[src/hdl/stepper_step_dir_generator_top_assert.svh]
// Assertion macros shared by the step/dir generator RTL.
// Relies on clk_i and rst_ni being visible where a macro is used.
`ifndef STEPPER_STEP_DIR_GENERATOR_TOP_ASSERT_SVH
`define STEPPER_STEP_DIR_GENERATOR_TOP_ASSERT_SVH

// checked only outside reset
`define SDG_ASSERT(lbl, prop, msg) \
  lbl: assert property (@(posedge clk_i) disable iff (!rst_ni) prop) \
    else $error(msg);

// checked at every edge, reset included
`define SDG_ASSERT_ALWAYS(lbl, prop, msg) \
  lbl: assert property (@(posedge clk_i) prop) else $error(msg);

`endif

[src/hdl/sdg_pkg.sv]
// Package of the step/dir generator: defaults, command codes, divider types.
// No dependencies.
package sdg_pkg;

  localparam int unsigned POSITION_BITS_DEF    = 32;
  localparam int unsigned MIN_PERIOD_TICKS_DEF = 4;
  localparam int unsigned PULSE_TICKS_DEF      = 2;

  // period divider: numerator < 2^48, quotient < 2^36
  localparam int unsigned DIV_NUM_W = 48;
  localparam int unsigned DIV_QUO_W = 36;

  // 2 * 1e6 * 2^16
  localparam logic [DIV_NUM_W-1:0] PERIOD_NUM_X2 = 48'd131072000000;

  localparam logic [15:0]        SPR_RESET      = 16'd200;
  localparam logic signed [31:0] KEPT_VEL_RESET = 32'sd65536;

  typedef enum logic [2:0] {
    FUNC_TICK     = 3'd0,
    FUNC_ABS      = 3'd1,
    FUNC_REL      = 3'd2,
    FUNC_RUN      = 3'd3,
    FUNC_ABS_KEPT = 3'd4,
    FUNC_REL_KEPT = 3'd5
  } func_e;

  typedef struct packed {
    logic                 start;
    logic [DIV_NUM_W-1:0] num;
    logic [DIV_NUM_W-1:0] den;
  } div_req_t;

  typedef struct packed {
    logic                 done;
    logic [DIV_QUO_W-1:0] quo;
  } div_rsp_t;

endpackage

[src/hdl/sdg_div.sv]
// Radix-2 restoring divider, one quotient bit per cycle, for the step period.
// Depends on sdg_pkg (widths, request/response structs).
module sdg_div (
  input  logic              clk_i,
  input  logic              rst_ni,
  input  sdg_pkg::div_req_t req_i,
  output sdg_pkg::div_rsp_t rsp_o
);
  import sdg_pkg::*;

  localparam int unsigned CNT_W = $clog2(DIV_QUO_W + 1);

  logic                 busy_q, busy_d;
  logic                 done_q, done_d;
  logic [CNT_W-1:0]     cnt_q, cnt_d;
  logic [DIV_NUM_W-1:0] rem_q, rem_d;
  logic [DIV_NUM_W-1:0] den_q, den_d;
  logic [DIV_QUO_W-1:0] quo_q, quo_d;
  logic [DIV_NUM_W:0]   trial;
  logic                 fits;

  always_comb begin
    trial  = {rem_q, quo_q[DIV_QUO_W-1]};
    fits   = trial >= {1'b0, den_q};
    busy_d = busy_q;
    done_d = 1'b0;
    cnt_d  = cnt_q;
    rem_d  = rem_q;
    den_d  = den_q;
    quo_d  = quo_q;
    if (req_i.start) begin
      // quotient fits in DIV_QUO_W bits, so the upper numerator bits are below den
      rem_d  = DIV_NUM_W'(req_i.num >> DIV_QUO_W);
      quo_d  = req_i.num[DIV_QUO_W-1:0];
      den_d  = req_i.den;
      cnt_d  = CNT_W'(DIV_QUO_W);
      busy_d = 1'b1;
    end else if (busy_q) begin
      if (fits) begin
        rem_d = DIV_NUM_W'(trial - {1'b0, den_q});
      end else begin
        rem_d = trial[DIV_NUM_W-1:0];
      end
      quo_d = {quo_q[DIV_QUO_W-2:0], fits};
      cnt_d = cnt_q - CNT_W'(1);
      if (cnt_q == CNT_W'(1)) begin
        busy_d = 1'b0;
        done_d = 1'b1;
      end
    end
  end

  always_ff @(posedge clk_i or negedge rst_ni) begin
    if (!rst_ni) begin
      busy_q <= 1'b0;
      done_q <= 1'b0;
      cnt_q  <= '0;
    end else begin
      busy_q <= busy_d;
      done_q <= done_d;
      cnt_q  <= cnt_d;
    end
  end

  always_ff @(posedge clk_i) begin
    rem_q <= rem_d;
    den_q <= den_d;
    quo_q <= quo_d;
  end

  assign rsp_o.done = done_q;
  assign rsp_o.quo  = quo_q;

endmodule

[src/hdl/stepper_step_dir_generator_top.sv]
// Step/direction generator top level: command sequencer, shared multiplier, state.
// Depends on sdg_pkg, sdg_div and the assertion macro header.
//
// Usage:
//  - Input channel (in_valid_i/in_ready_o): func_i, rotations_i, velocity_i.
//    func 0 is a one-microsecond tick; 1..5 are move/run commands.
//  - Output channel (out_valid_o/out_ready_i): exactly one result per input
//    transaction, showing pins, position and active period after the item.
//  - Config channel (cfg_valid_i/cfg_ready_o): steps per rotation, always ready;
//    write it only while the block is idle.
//  - Path to the result: tick or unused code passes the start and output states; a
//    stop decision may also pass rotation and check; a command that sets a period
//    waits on the 36-step one-bit-per-cycle divider, skipped at zero steps per rotation.
//  - One item at a time: in_ready_o is high only in the idle state, so a new
//    item waits until the sequencer has passed on the last result.
//  - The result sits in an output register; a new item is accepted while it
//    waits, and the following result holds in the sequencer until taken.
//  - Reset: position, target, period, phase and pins clear, stored velocity
//    is 1.0 rotation per second, steps per rotation is 200.
`include "stepper_step_dir_generator_top_assert.svh"

module stepper_step_dir_generator_top #(
  parameter int unsigned POSITION_BITS    = sdg_pkg::POSITION_BITS_DEF,
  parameter int unsigned MIN_PERIOD_TICKS = sdg_pkg::MIN_PERIOD_TICKS_DEF,
  parameter int unsigned PULSE_TICKS      = sdg_pkg::PULSE_TICKS_DEF
) (
  input  logic               clk_i,
  input  logic               rst_ni,
  input  logic               cfg_valid_i,
  output logic               cfg_ready_o,
  input  logic [15:0]        cfg_steps_per_rev_i,
  input  logic               in_valid_i,
  output logic               in_ready_o,
  input  logic [2:0]         func_i,
  input  logic signed [31:0] rotations_i,
  input  logic signed [31:0] velocity_i,
  output logic               out_valid_o,
  input  logic               out_ready_i,
  output logic               step_level_o,
  output logic               dir_level_o,
  output logic signed [31:0] position_o,
  output logic               moving_o,
  output logic [31:0]        period_us_o
);
  import sdg_pkg::*;

  localparam int unsigned PB = POSITION_BITS;
  localparam int unsigned PW = $clog2(PULSE_TICKS + 1);
  localparam logic signed [PB-1:0] POS_MAX = {1'b0, {(PB-1){1'b1}}};
  localparam logic signed [PB-1:0] POS_MIN = {1'b1, {(PB-1){1'b0}}};
  localparam logic [32:0]          POS_MAX_U = {{(33-PB){1'b0}}, POS_MAX};
  localparam logic [31:0]          MIN_P = 32'(MIN_PERIOD_TICKS);
  localparam logic [PW-1:0]        PULSE_LD = PW'(PULSE_TICKS);

  typedef enum logic [2:0] {
    S_IDLE,
    S_START,
    S_ROT,
    S_CHECK,
    S_DIVSTART,
    S_DIV,
    S_OUT
  } state_e;

  state_e               state_q, state_d;
  logic [15:0]          spr_q, spr_d;
  logic signed [PB-1:0] pos_q, pos_d;
  logic signed [PB-1:0] tgt_q, tgt_d;
  logic [31:0]          act_q, act_d;
  logic [31:0]          phase_q, phase_d;
  logic [PW-1:0]        pulse_q, pulse_d;
  logic                 step_q, step_d;
  logic                 dir_q, dir_d;
  logic signed [31:0]   kept_q, kept_d;
  logic                 out_valid_q, out_valid_d;

  // payload registers
  logic [2:0]           func_q, func_d;
  logic signed [31:0]   rot_q, rot_d;
  logic signed [31:0]   v_q, v_d;
  logic signed [PB-1:0] cand_q, cand_d;
  logic [47:0]          prod_q, prod_d;
  logic                 o_step_q, o_step_d;
  logic                 o_dir_q, o_dir_d;
  logic signed [31:0]   o_pos_q, o_pos_d;
  logic                 o_mov_q, o_mov_d;
  logic [31:0]          o_per_q, o_per_d;

  logic [31:0]          rot_mag, v_mag, mul_a;
  logic [47:0]          mul_p;
  logic [48:0]          round_sum;
  logic [32:0]          s_mag;
  logic signed [PB-1:0] steps, rel_t;
  logic [PB:0]          rel_sum;
  logic [31:0]          quo_sat, p_new;
  div_req_t             div_req;
  div_rsp_t             div_rsp;

  sdg_div u_div (
    .clk_i  (clk_i),
    .rst_ni (rst_ni),
    .req_i  (div_req),
    .rsp_o  (div_rsp)
  );

  // shared multiplier: rotations magnitude first, velocity magnitude later
  assign rot_mag = rot_q[31] ? (~rot_q + 32'd1) : rot_q;
  assign v_mag   = v_q[31] ? (~v_q + 32'd1) : v_q;
  assign mul_a   = (state_q == S_START) ? rot_mag : v_mag;
  assign mul_p   = mul_a * spr_q;

  // rotations to steps, round half away from zero, saturate
  always_comb begin
    round_sum = {1'b0, prod_q} + 49'd32768;
    s_mag     = round_sum[48:16];
    if (!rot_q[31]) begin
      steps = (s_mag > POS_MAX_U) ? POS_MAX : s_mag[PB-1:0];
    end else if (s_mag > POS_MAX_U + 33'd1) begin
      steps = POS_MIN;
    end else begin
      steps = -s_mag[PB-1:0];
    end
    rel_sum = {pos_q[PB-1], pos_q} + {steps[PB-1], steps};
    if (rel_sum[PB] != rel_sum[PB-1]) begin
      rel_t = rel_sum[PB] ? POS_MIN : POS_MAX;
    end else begin
      rel_t = rel_sum[PB-1:0];
    end
  end

  always_comb begin
    quo_sat = (div_rsp.quo[DIV_QUO_W-1:32] != '0) ? '1 : div_rsp.quo[31:0];
    if (prod_q == '0) begin
      p_new = '1;
    end else if (quo_sat < MIN_P) begin
      p_new = MIN_P;
    end else begin
      p_new = quo_sat;
    end
  end

  assign div_req.start = (state_q == S_DIVSTART) && (prod_q != '0);
  assign div_req.num   = PERIOD_NUM_X2 + prod_q;
  assign div_req.den   = {prod_q[46:0], 1'b0};

  always_comb begin
    state_d     = state_q;
    spr_d       = spr_q;
    pos_d       = pos_q;
    tgt_d       = tgt_q;
    act_d       = act_q;
    phase_d     = phase_q;
    pulse_d     = pulse_q;
    step_d      = step_q;
    dir_d       = dir_q;
    kept_d      = kept_q;
    out_valid_d = out_valid_q && !out_ready_i;
    func_d      = func_q;
    rot_d       = rot_q;
    v_d         = v_q;
    cand_d      = cand_q;
    prod_d      = prod_q;
    o_step_d    = o_step_q;
    o_dir_d     = o_dir_q;
    o_pos_d     = o_pos_q;
    o_mov_d     = o_mov_q;
    o_per_d     = o_per_q;

    if (cfg_valid_i) begin
      spr_d = cfg_steps_per_rev_i;
    end

    case (state_q)
      S_IDLE: begin
        if (in_valid_i) begin
          func_d = func_i;
          rot_d  = rotations_i;
          if (func_i == FUNC_ABS_KEPT || func_i == FUNC_REL_KEPT) begin
            v_d = kept_q;
          end else begin
            v_d = velocity_i;
          end
          state_d = S_START;
        end
      end
      S_START: begin
        prod_d  = mul_p;
        state_d = S_OUT;
        case (func_e'(func_q))
          FUNC_TICK: begin
            if (pulse_q != '0) begin
              pulse_d = pulse_q - PW'(1);
              if (pulse_q == PW'(1)) begin
                step_d = 1'b0;
              end
            end
            if (act_q != '0) begin
              if ({1'b0, phase_q} + 33'd1 >= {1'b0, act_q}) begin
                phase_d = '0;
                if (tgt_q == pos_q) begin
                  act_d = '0;
                end else begin
                  step_d  = 1'b1;
                  pulse_d = PULSE_LD;
                  if (!dir_q) begin
                    if (pos_q != POS_MIN) begin
                      pos_d = pos_q - PB'(1);
                    end
                  end else if (pos_q != POS_MAX) begin
                    pos_d = pos_q + PB'(1);
                  end
                end
              end else begin
                phase_d = phase_q + 32'd1;
              end
            end
          end
          FUNC_ABS, FUNC_REL, FUNC_ABS_KEPT, FUNC_REL_KEPT: begin
            state_d = S_ROT;
          end
          FUNC_RUN: begin
            if (v_q == '0) begin
              kept_d  = '0;
              act_d   = '0;
              phase_d = '0;
              tgt_d   = pos_q;
            end else begin
              cand_d  = v_q[31] ? POS_MIN : POS_MAX;
              state_d = S_CHECK;
            end
          end
          default: begin
            state_d = S_OUT;
          end
        endcase
      end
      S_ROT: begin
        if (func_q == FUNC_REL || func_q == FUNC_REL_KEPT) begin
          cand_d = rel_t;
        end else begin
          cand_d = steps;
        end
        state_d = S_CHECK;
      end
      S_CHECK: begin
        prod_d = mul_p;
        if (cand_q == pos_q || v_q == '0) begin
          kept_d  = '0;
          act_d   = '0;
          phase_d = '0;
          tgt_d   = pos_q;
          state_d = S_OUT;
        end else begin
          tgt_d   = cand_q;
          dir_d   = cand_q > pos_q;
          state_d = S_DIVSTART;
        end
      end
      S_DIVSTART: begin
        if (prod_q == '0) begin
          // no steps per rotation: period saturates
          if (p_new != act_q) begin
            act_d   = p_new;
            phase_d = '0;
          end
          kept_d  = v_q;
          state_d = S_OUT;
        end else begin
          state_d = S_DIV;
        end
      end
      S_DIV: begin
        if (div_rsp.done) begin
          if (p_new != act_q) begin
            act_d   = p_new;
            phase_d = '0;
          end
          kept_d  = v_q;
          state_d = S_OUT;
        end
      end
      S_OUT: begin
        if (!out_valid_q || out_ready_i) begin
          o_step_d    = step_q;
          o_dir_d     = dir_q;
          o_pos_d     = 32'(pos_q);
          o_mov_d     = act_q != '0;
          o_per_d     = act_q;
          out_valid_d = 1'b1;
          state_d     = S_IDLE;
        end
      end
      default: begin
        state_d = S_IDLE;
      end
    endcase
  end

  always_ff @(posedge clk_i or negedge rst_ni) begin
    if (!rst_ni) begin
      state_q     <= S_IDLE;
      spr_q       <= SPR_RESET;
      pos_q       <= '0;
      tgt_q       <= '0;
      act_q       <= '0;
      phase_q     <= '0;
      pulse_q     <= '0;
      step_q      <= 1'b0;
      dir_q       <= 1'b0;
      kept_q      <= KEPT_VEL_RESET;
      out_valid_q <= 1'b0;
    end else begin
      state_q     <= state_d;
      spr_q       <= spr_d;
      pos_q       <= pos_d;
      tgt_q       <= tgt_d;
      act_q       <= act_d;
      phase_q     <= phase_d;
      pulse_q     <= pulse_d;
      step_q      <= step_d;
      dir_q       <= dir_d;
      kept_q      <= kept_d;
      out_valid_q <= out_valid_d;
    end
  end

  always_ff @(posedge clk_i) begin
    func_q   <= func_d;
    rot_q    <= rot_d;
    v_q      <= v_d;
    cand_q   <= cand_d;
    prod_q   <= prod_d;
    o_step_q <= o_step_d;
    o_dir_q  <= o_dir_d;
    o_pos_q  <= o_pos_d;
    o_mov_q  <= o_mov_d;
    o_per_q  <= o_per_d;
  end

  assign cfg_ready_o  = 1'b1;
  assign in_ready_o   = state_q == S_IDLE;
  assign out_valid_o  = out_valid_q;
  assign step_level_o = o_step_q;
  assign dir_level_o  = o_dir_q;
  assign position_o   = o_pos_q;
  assign moving_o     = o_mov_q;
  assign period_us_o  = o_per_q;

  `SDG_ASSERT(a_div_done_waits, div_rsp.done |-> (state_q == S_DIV), "divider done outside wait")
  `SDG_ASSERT(a_period_floor, (act_q != '0) |-> (act_q >= MIN_P), "active period below minimum")
  `SDG_ASSERT(a_phase_range, (act_q != '0) |-> (phase_q < act_q), "phase beyond period")
  `SDG_ASSERT(a_phase_idle, (act_q == '0) |-> (phase_q == '0), "phase running while stopped")
  `SDG_ASSERT_ALWAYS(a_pulse_pin, rst_ni |-> (step_q == (pulse_q != '0)), "step pin and pulse count differ")

endmodule

[config.mk]
export PLATFORM = sky130hd
export DESIGN_NAME = stepper_step_dir_generator_top
export DESIGN_NICKNAME = d
export VERILOG_FILES = /design/src/hdl/sdg_pkg.sv /design/src/hdl/sdg_div.sv /design/src/hdl/stepper_step_dir_generator_top.sv
export VERILOG_INCLUDE_DIRS = /design/src /design/src/hdl
export SDC_FILE = /design/constraint.sdc
export NUM_CORES = 2
export LEC_CHECK = 0
export BUFFER_PORTS_ARGS = -buffer_cell sky130_fd_sc_hd__clkbuf_2
export CAP_MARGIN = 0
export CELL_PAD_IN_SITES_DETAIL_PLACEMENT = 1
export CELL_PAD_IN_SITES_GLOBAL_PLACEMENT = 2
export CORE_MARGIN = 2
export CORE_UTILIZATION = 45
export DETAILED_ROUTE_END_ITERATION = 10
export GPL_ROUTABILITY_DRIVEN = 0
export PLACE_DENSITY = 0.89
export SYNTH_ARGS = -nofsm -noshare
export SYNTH_HDL_FRONTEND = slang
export SYNTH_HIERARCHICAL = 1
export SYNTH_SLANG_ARGS = --single-unit
[constraint.sdc]
create_clock -name clk_i -period 19.25 [get_ports clk_i]
set_input_delay 2.8875 -clock clk_i [delete_from_list [all_inputs] [get_ports clk_i]]
set_output_delay 2.8875 -clock clk_i [all_outputs]
set_load 0.01 [all_outputs]
## After elaboration in Yosys (flattened, before gate mapping)

Index checks and enable logic that the tools add are counted.

- Add/sub/neg operators: 13
- Multiply operators: 1
- $lt $le $gt $ge: 6
- Eq/ne operators: 35
- Muxes and demuxes: 77
- Bitwise logic cells: 4
- Reductions and logical operators: 34

Operator list:

| operator | count |
|---|---|
| $mux W32 | 38 |
| $pmux W32 S4 | 3 |
| $pmux W32 S2 | 4 |
| $add A32 B1 Y32 const B | 3 |
| $mux W36 | 2 |
| $eq A32 B32 Y1 | 2 |
| $ne A32 B32 Y1 const B | 2 |
| $not A32 Y32 | 2 |
| $add A48 B16 Y49 const B | 1 |
| $ge A49 B48 Y1 | 1 |
| $add A37 B48 Y48 const A | 1 |
| $logic_not A48 Y1 | 1 |
| $mul A32 B16 Y48 | 1 |
| $mux W48 | 1 |
| $reduce_bool A48 Y1 | 1 |
| $sub A48 B48 Y48 | 1 |
| $add A32 B1 Y33 const B | 1 |
| $add A32 B32 Y33 | 1 |
| $ge A33 B32 Y1 | 1 |
| $gt A33 B31 Y1 const B | 1 |
| $gt A33 B32 Y1 const B | 1 |
| $add A32 B2 Y32 const B | 1 |
| $gt A32 B32 Y1 | 1 |
| $logic_not A32 Y1 | 1 |
| 38 further kinds | 98 |

- Flip-flop bits (word level): 537
- Input bits: 88
- Output and inout port bits: 70
- Logic and storage cells: 198

## Logic depth before layout (Yosys ltp)

- Word-level depth: 9
- Mapped depth: 36

## Modules after synthesis

Netlist, hierarchy kept.

By module, submodules not included:

| module | instances | cells each | area each (sq um) | sequential area each (sq um) |
|---|---|---|---|---|
| stepper_step_dir_generator_top | 1 | 4598 | 42079.1 | 11035.6 |
| sdg_div | 1 | 870 | 8633.3 | 3803.6 |

## Worst setup path before layout

Ideal clock, no wire load.

- Kind: register -> register
- Start: reg state_q[2]
- End: reg prod_q[42], data pin
- Arrival: 10.077 ns
- Setup slack: 8.913 ns
- Cell stages (with the launch flop): 32
- Buffers on the path: 4
- Path through: dfrtp_1 -> clkbuf_1 -> nor2b_1 -> nor2b_1 -> clkbuf_1 -> clkbuf_1 -> nor2_1 -> a21oi_1 -> clkbuf_1 -> nand2_1 -> fa_1 -> inv_1 -> fa_1 -> inv_1 -> fa_1 -> fa_1 -> inv_1 -> fa_1 -> inv_1 -> fa_1 -> inv_1 -> ha_1 -> nand4_1 -> or2_2 -> nor4_1 -> o31ai_1 -> a311oi_1 -> a221o_1 -> a21oi_1 -> o21ai_0 -> a21oi_1 -> xnor2_1

- Cells in the longest elaborated chain, start to end: 3

RTL lines:

| item | line | source |
|---|---|---|
| start: declaration | stepper_step_dir_generator_top.sv:65 | `state_e state_q, state_d;` |
| start signal: assignment | stepper_step_dir_generator_top.sv:313 | `state_q <= state_d;` |
| $eq A3 B1 Y1 | stepper_step_dir_generator_top.sv:109 | `assign mul_a = (state_q == S_START) ? rot_mag : v_mag;` |
| $mux W32 | stepper_step_dir_generator_top.sv:109 |  |
| $mul A32 B16 Y48 | stepper_step_dir_generator_top.sv:110 | `assign mul_p = mul_a * spr_q;` |
| via mul_p[42] | stepper_step_dir_generator_top.sv:90 | `logic [47:0] mul_p;` |
| end signal: assignment | stepper_step_dir_generator_top.sv:332 | `prod_q <= prod_d;` |
| end: declaration | stepper_step_dir_generator_top.sv:82 | `logic [47:0] prod_q, prod_d;` |

The timed path passes the listed nets, and every way through them passes these cells.
A chain may end at the register's enable or synchronous reset.

## Worst setup path after layout

- Start: reg v_q[1]
- End: reg prod_q[46], data pin

- Cells in the longest elaborated chain, start to end: 5

RTL lines:

| item | line | source |
|---|---|---|
| start: declaration | stepper_step_dir_generator_top.sv:80 | `logic signed [31:0] v_q, v_d;` |
| start signal: assignment | stepper_step_dir_generator_top.sv:330 | `v_q <= v_d;` |
| $not A32 Y32 | stepper_step_dir_generator_top.sv:108 | `assign v_mag = v_q[31] ? (~v_q + 32'd1) : v_q;` |
| $add A32 B1 Y32 | stepper_step_dir_generator_top.sv:108 |  |
| $mux W32 (*) | stepper_step_dir_generator_top.sv:108 |  |
| $mux W32 (*) | stepper_step_dir_generator_top.sv:109 |  |
| $mul A32 B16 Y48 (*) | stepper_step_dir_generator_top.sv:110 |  |
| via mul_p[46] | stepper_step_dir_generator_top.sv:90 |  |

The timed path passes the listed nets; every way through them passes the cells marked *.

==> results.json <==
{
  "rr_worst_depth": 31,
  "die_w_um": 340,
  "timing.reg2reg.setup_slack_ns": 9.60,
  "setup-tns-final_ns": 0,
  "synth_top_area_share": 0.184,
  "postCtsSetupBuffers": 0,
  "worst_setup_path_start_kind": "flip-flop",
  "required_ns": 19.63,
  "coreArea_um2": 112000,
  "clk_pin_slew_ns": 0.06,
  "grt_max_degree": 90,
  "dieArea_um2": 115000,
  "port_buffers": 156,
  "clockBufferDepth": 3,
  "synth-compound-area-share": 0.136,
  "tightest_slew_ns": 1.38,
  "slew_violations": 0,
  "hold_violations": 0,
  "num_antenna_cells": 0,
  "drc": 0,
  "antenna_found_initial": 1,
  "synth_fa_ha_area_frac": 0.241,
  "cts.htree.levels": 3,
  "synth_area_um2": 50700,
  "cts_buffers": 67,
  "avgSynthCellArea_um2": 9.27,
  "syn_nets": 6280,
  "reg2reg_to": "prod_q[46]",
  "yosysSeqAreaShare": 0.293,
  "overflow": 0,
  "worstSetupEndpoint": "prod_q[46]",
  "muxShareOfSynthArea": 0.0288,
  "detail_route.vias_per_cell": 5.75,
  "synth_top_family_by_area": "adder cells",
  "fmax_mhz": 104,
  "n_fill_cell": 12860,
  "fin_crit_sh": 0.501,
  "maxCapViolations": 0,
  "firstDrtPassIters": 5,
  "fp.dieH_um": 340,
  "cts-root-buf": "clkbuf_16",
  "critical_path_peak_fanout": 16,
  "cp_slowest_cell": "a311oi_1",
  "min_path_type": "reg -> reg",
  "area_growth_pct": 8.62,
  "critPathCaptureType": "flip-flop",
  "grt_pass1_vias": 43548,
  "start_util": 0.452,
  "path_class": "reg -> reg",
  "yosys_warnings": 6,
  "hold_buffers": 0,
  "syn_inst": 5468,
  "clock_sinks": 538,
  "layout-drive-gt1-share": 0.0970,
  "yosysMostFrequentCell": "nand2_1",
  "relSlewSlack": 0.0777,
  "synth_xor_xnor_area_share": 0.0604,
  "routedWlPerCell_um": 22.3,
  "fin_cells": 7045,
  "synth.top_cells.by_area": "edfxtp_1 (18%), fa_1 (17%), dfrtp_1 (9.3%)",
  "yosysTopAreaCell": "edfxtp_1",
  "synthFlopType": "edfxtp_1",
  "worst_path_most_repeated_cell": "fa_1",
  "nets": 6302,
  "rsz0062_at_grt": "false",
  "setup_viol": 0,
  "synth-edff-count": 310,
  "cts-resized-gates": 0,
  "crit_start": "v_q[1]",
  "yosys-top-cells-count": "nand2_1 (750), inv_1 (613), fa_1 (421)",
  "post-route-min-period_ns": 9.65,
  "fp-row-count": 123,
  "outcome": "finished, final reports clean",
  "synth_simple_gate_area_share": 0.173,
  "clk_latency_ns": 0.65,
  "hpwl_um": 119000,
  "r2r-start": "v_q[1]",
  "via_count": 40485,
  "grt_pass1_wl_um": 250000,
  "synth-async-reset-ratio": 0.357,
  "dp_cells": 6921,
  "grt.total_usage": 0.273,
  "cts_tree": "built",
  "synth-seq-cells": 538,
  "antenna_left": 0,
  "synth_cell_types": 112,
  "worstPathArrival_ns": 10.03,
  "drt_iter0_markers": 2738,
  "wirelength_um": 157000,
  "clock-skew-final_ns": 0.0364,
  "ios": 158,
  "max_stage_delay_ns": 0.75
}
-- sequential cells by signal, indices dropped and copies added (netlist names), 36 cells and up --
| name | flops |
|---|---|
| u_div/den_q | 48 |
| prod_q | 48 |
| u_div/quo_q | 36 |
| u_div/rem_q | 48 |
-- placed cells by master (no fill, tap or decap), drive strengths merged, types with 18 or more instances in the layout --
| master | instances |
|---|---|
| dfrtp | 188 |
| a211oi | 34 |
| mux2 | 95 |
| dfxtp | 36 |
| nor2 | 261 |
| nor3 | 63 |
| o21a | 42 |
| inv | 617 |
| and2 | 223 |
| clkbuf | 247 |
| buf | 71 |
| ha | 303 |
| nand2 | 750 |
| edfxtp | 310 |
| xnor2 | 185 |
| nand2b | 69 |
| or3 | 18 |
| or2 | 19 |
| nor4 | 80 |
| a21oi | 247 |
| o21ai | 318 |
| a21o | 104 |
| nor2b | 40 |
| a31oi | 29 |
| mux2i | 39 |
| nand3 | 88 |
| o31ai | 43 |
| o211ai | 18 |
| nand4 | 82 |
| xor2 | 164 |
| a311oi | 33 |
| fa | 421 |
| clkinv | 19 |
| o21bai | 31 |
| and3 | 39 |
-- metrics by stage --
| step | hold WS, ns | setup WS [ns] | area, µm² | utilization |
|---|---|---|---|---|
| 3_5_place_dp | 0.467 | 9.70 | 52800 | 0.471 |
| 2_1_floorplan | 0.419 | 8.91 | 50700 | - |
| 3_3_place_gp | 0.457 | 9.92 | 52800 | 0.471 |
| 5_1_grt | 0.509 | 9.02 | 55100 | 0.491 |
| 4_1_cts | 0.479 | 9.63 | 55100 | 0.491 |
| 6_report | 0.475 | 9.60 | 55100 | 0.491 |
-- worst min-delay path by stage --
stage	start	to	slack, ns	cells after the start
after global placement	kept_q[7]	kept_q[7]	0.46	2
after floorplan	step_q	step_level_o	0.42	0
final	kept_q[11]	kept_q[11]	0.48	2
after CTS	kept_q[15]	kept_q[15]	0.48	2
after detailed placement	kept_q[11]	kept_q[11]	0.47	2
after global routing	u_div/rem_q[27]	u_div/rem_q[27]	0.51	2
-- logic make-up after synthesis --
group / Yosys count
flip-flops: 538
other: 2
multiplexers: 134
AO/OA/AOI/OAI: 1042
XOR/XNOR: 349
adder cells (fa/ha/maj): 724
buffers and inverters: 886
AND/OR/NAND/NOR: 1793
-- worst max-delay path: cells and delay by family (launching register included) --
kind / cells / cell delay, ns
flip-flops: 1 / 0.40
AND/OR/NAND/NOR: 8 / 2.32
adder cells (fa/ha/maj): 8 / 3.67
buffers and inverters: 5 / 0.53
XOR/XNOR: 2 / 0.30
AO/OA/AOI/OAI: 8 / 2.13
-- layer usage --
| layer | up-vias | part of all wire | wire, µm | GRT usage |
|---|---|---|---|---|
| met5 | - | 0 | 0 | 0 |
| met3 | 213 | 0.044 | 6970 | 0.0333 |
| li1 | 18594 | - | - | - |
| met2 | 914 | 0.48 | 75200 | 0.456 |
| met4 | 0 | 0.029 | 4620 | 0.0830 |
| met1 | 20764 | 0.45 | 70300 | 0.371 |
-- cell type report --
class                           instances  area, µm²  share of cell area
Clock buffer                           92       1880              0.0342
Clock inverter                         32        375             0.00681
Inverter                              613       2300              0.0418
Multi-Input combinational cell       4044      32500               0.590
Sequential cell                       538      14800               0.269
Tap cell                             1500       1880              0.0341
Timing Repair Buffer                  226       1320              0.0239
Power is not shown: default switching activity piles up to over one toggle a cycle in this logic, so the estimate is an artifact.
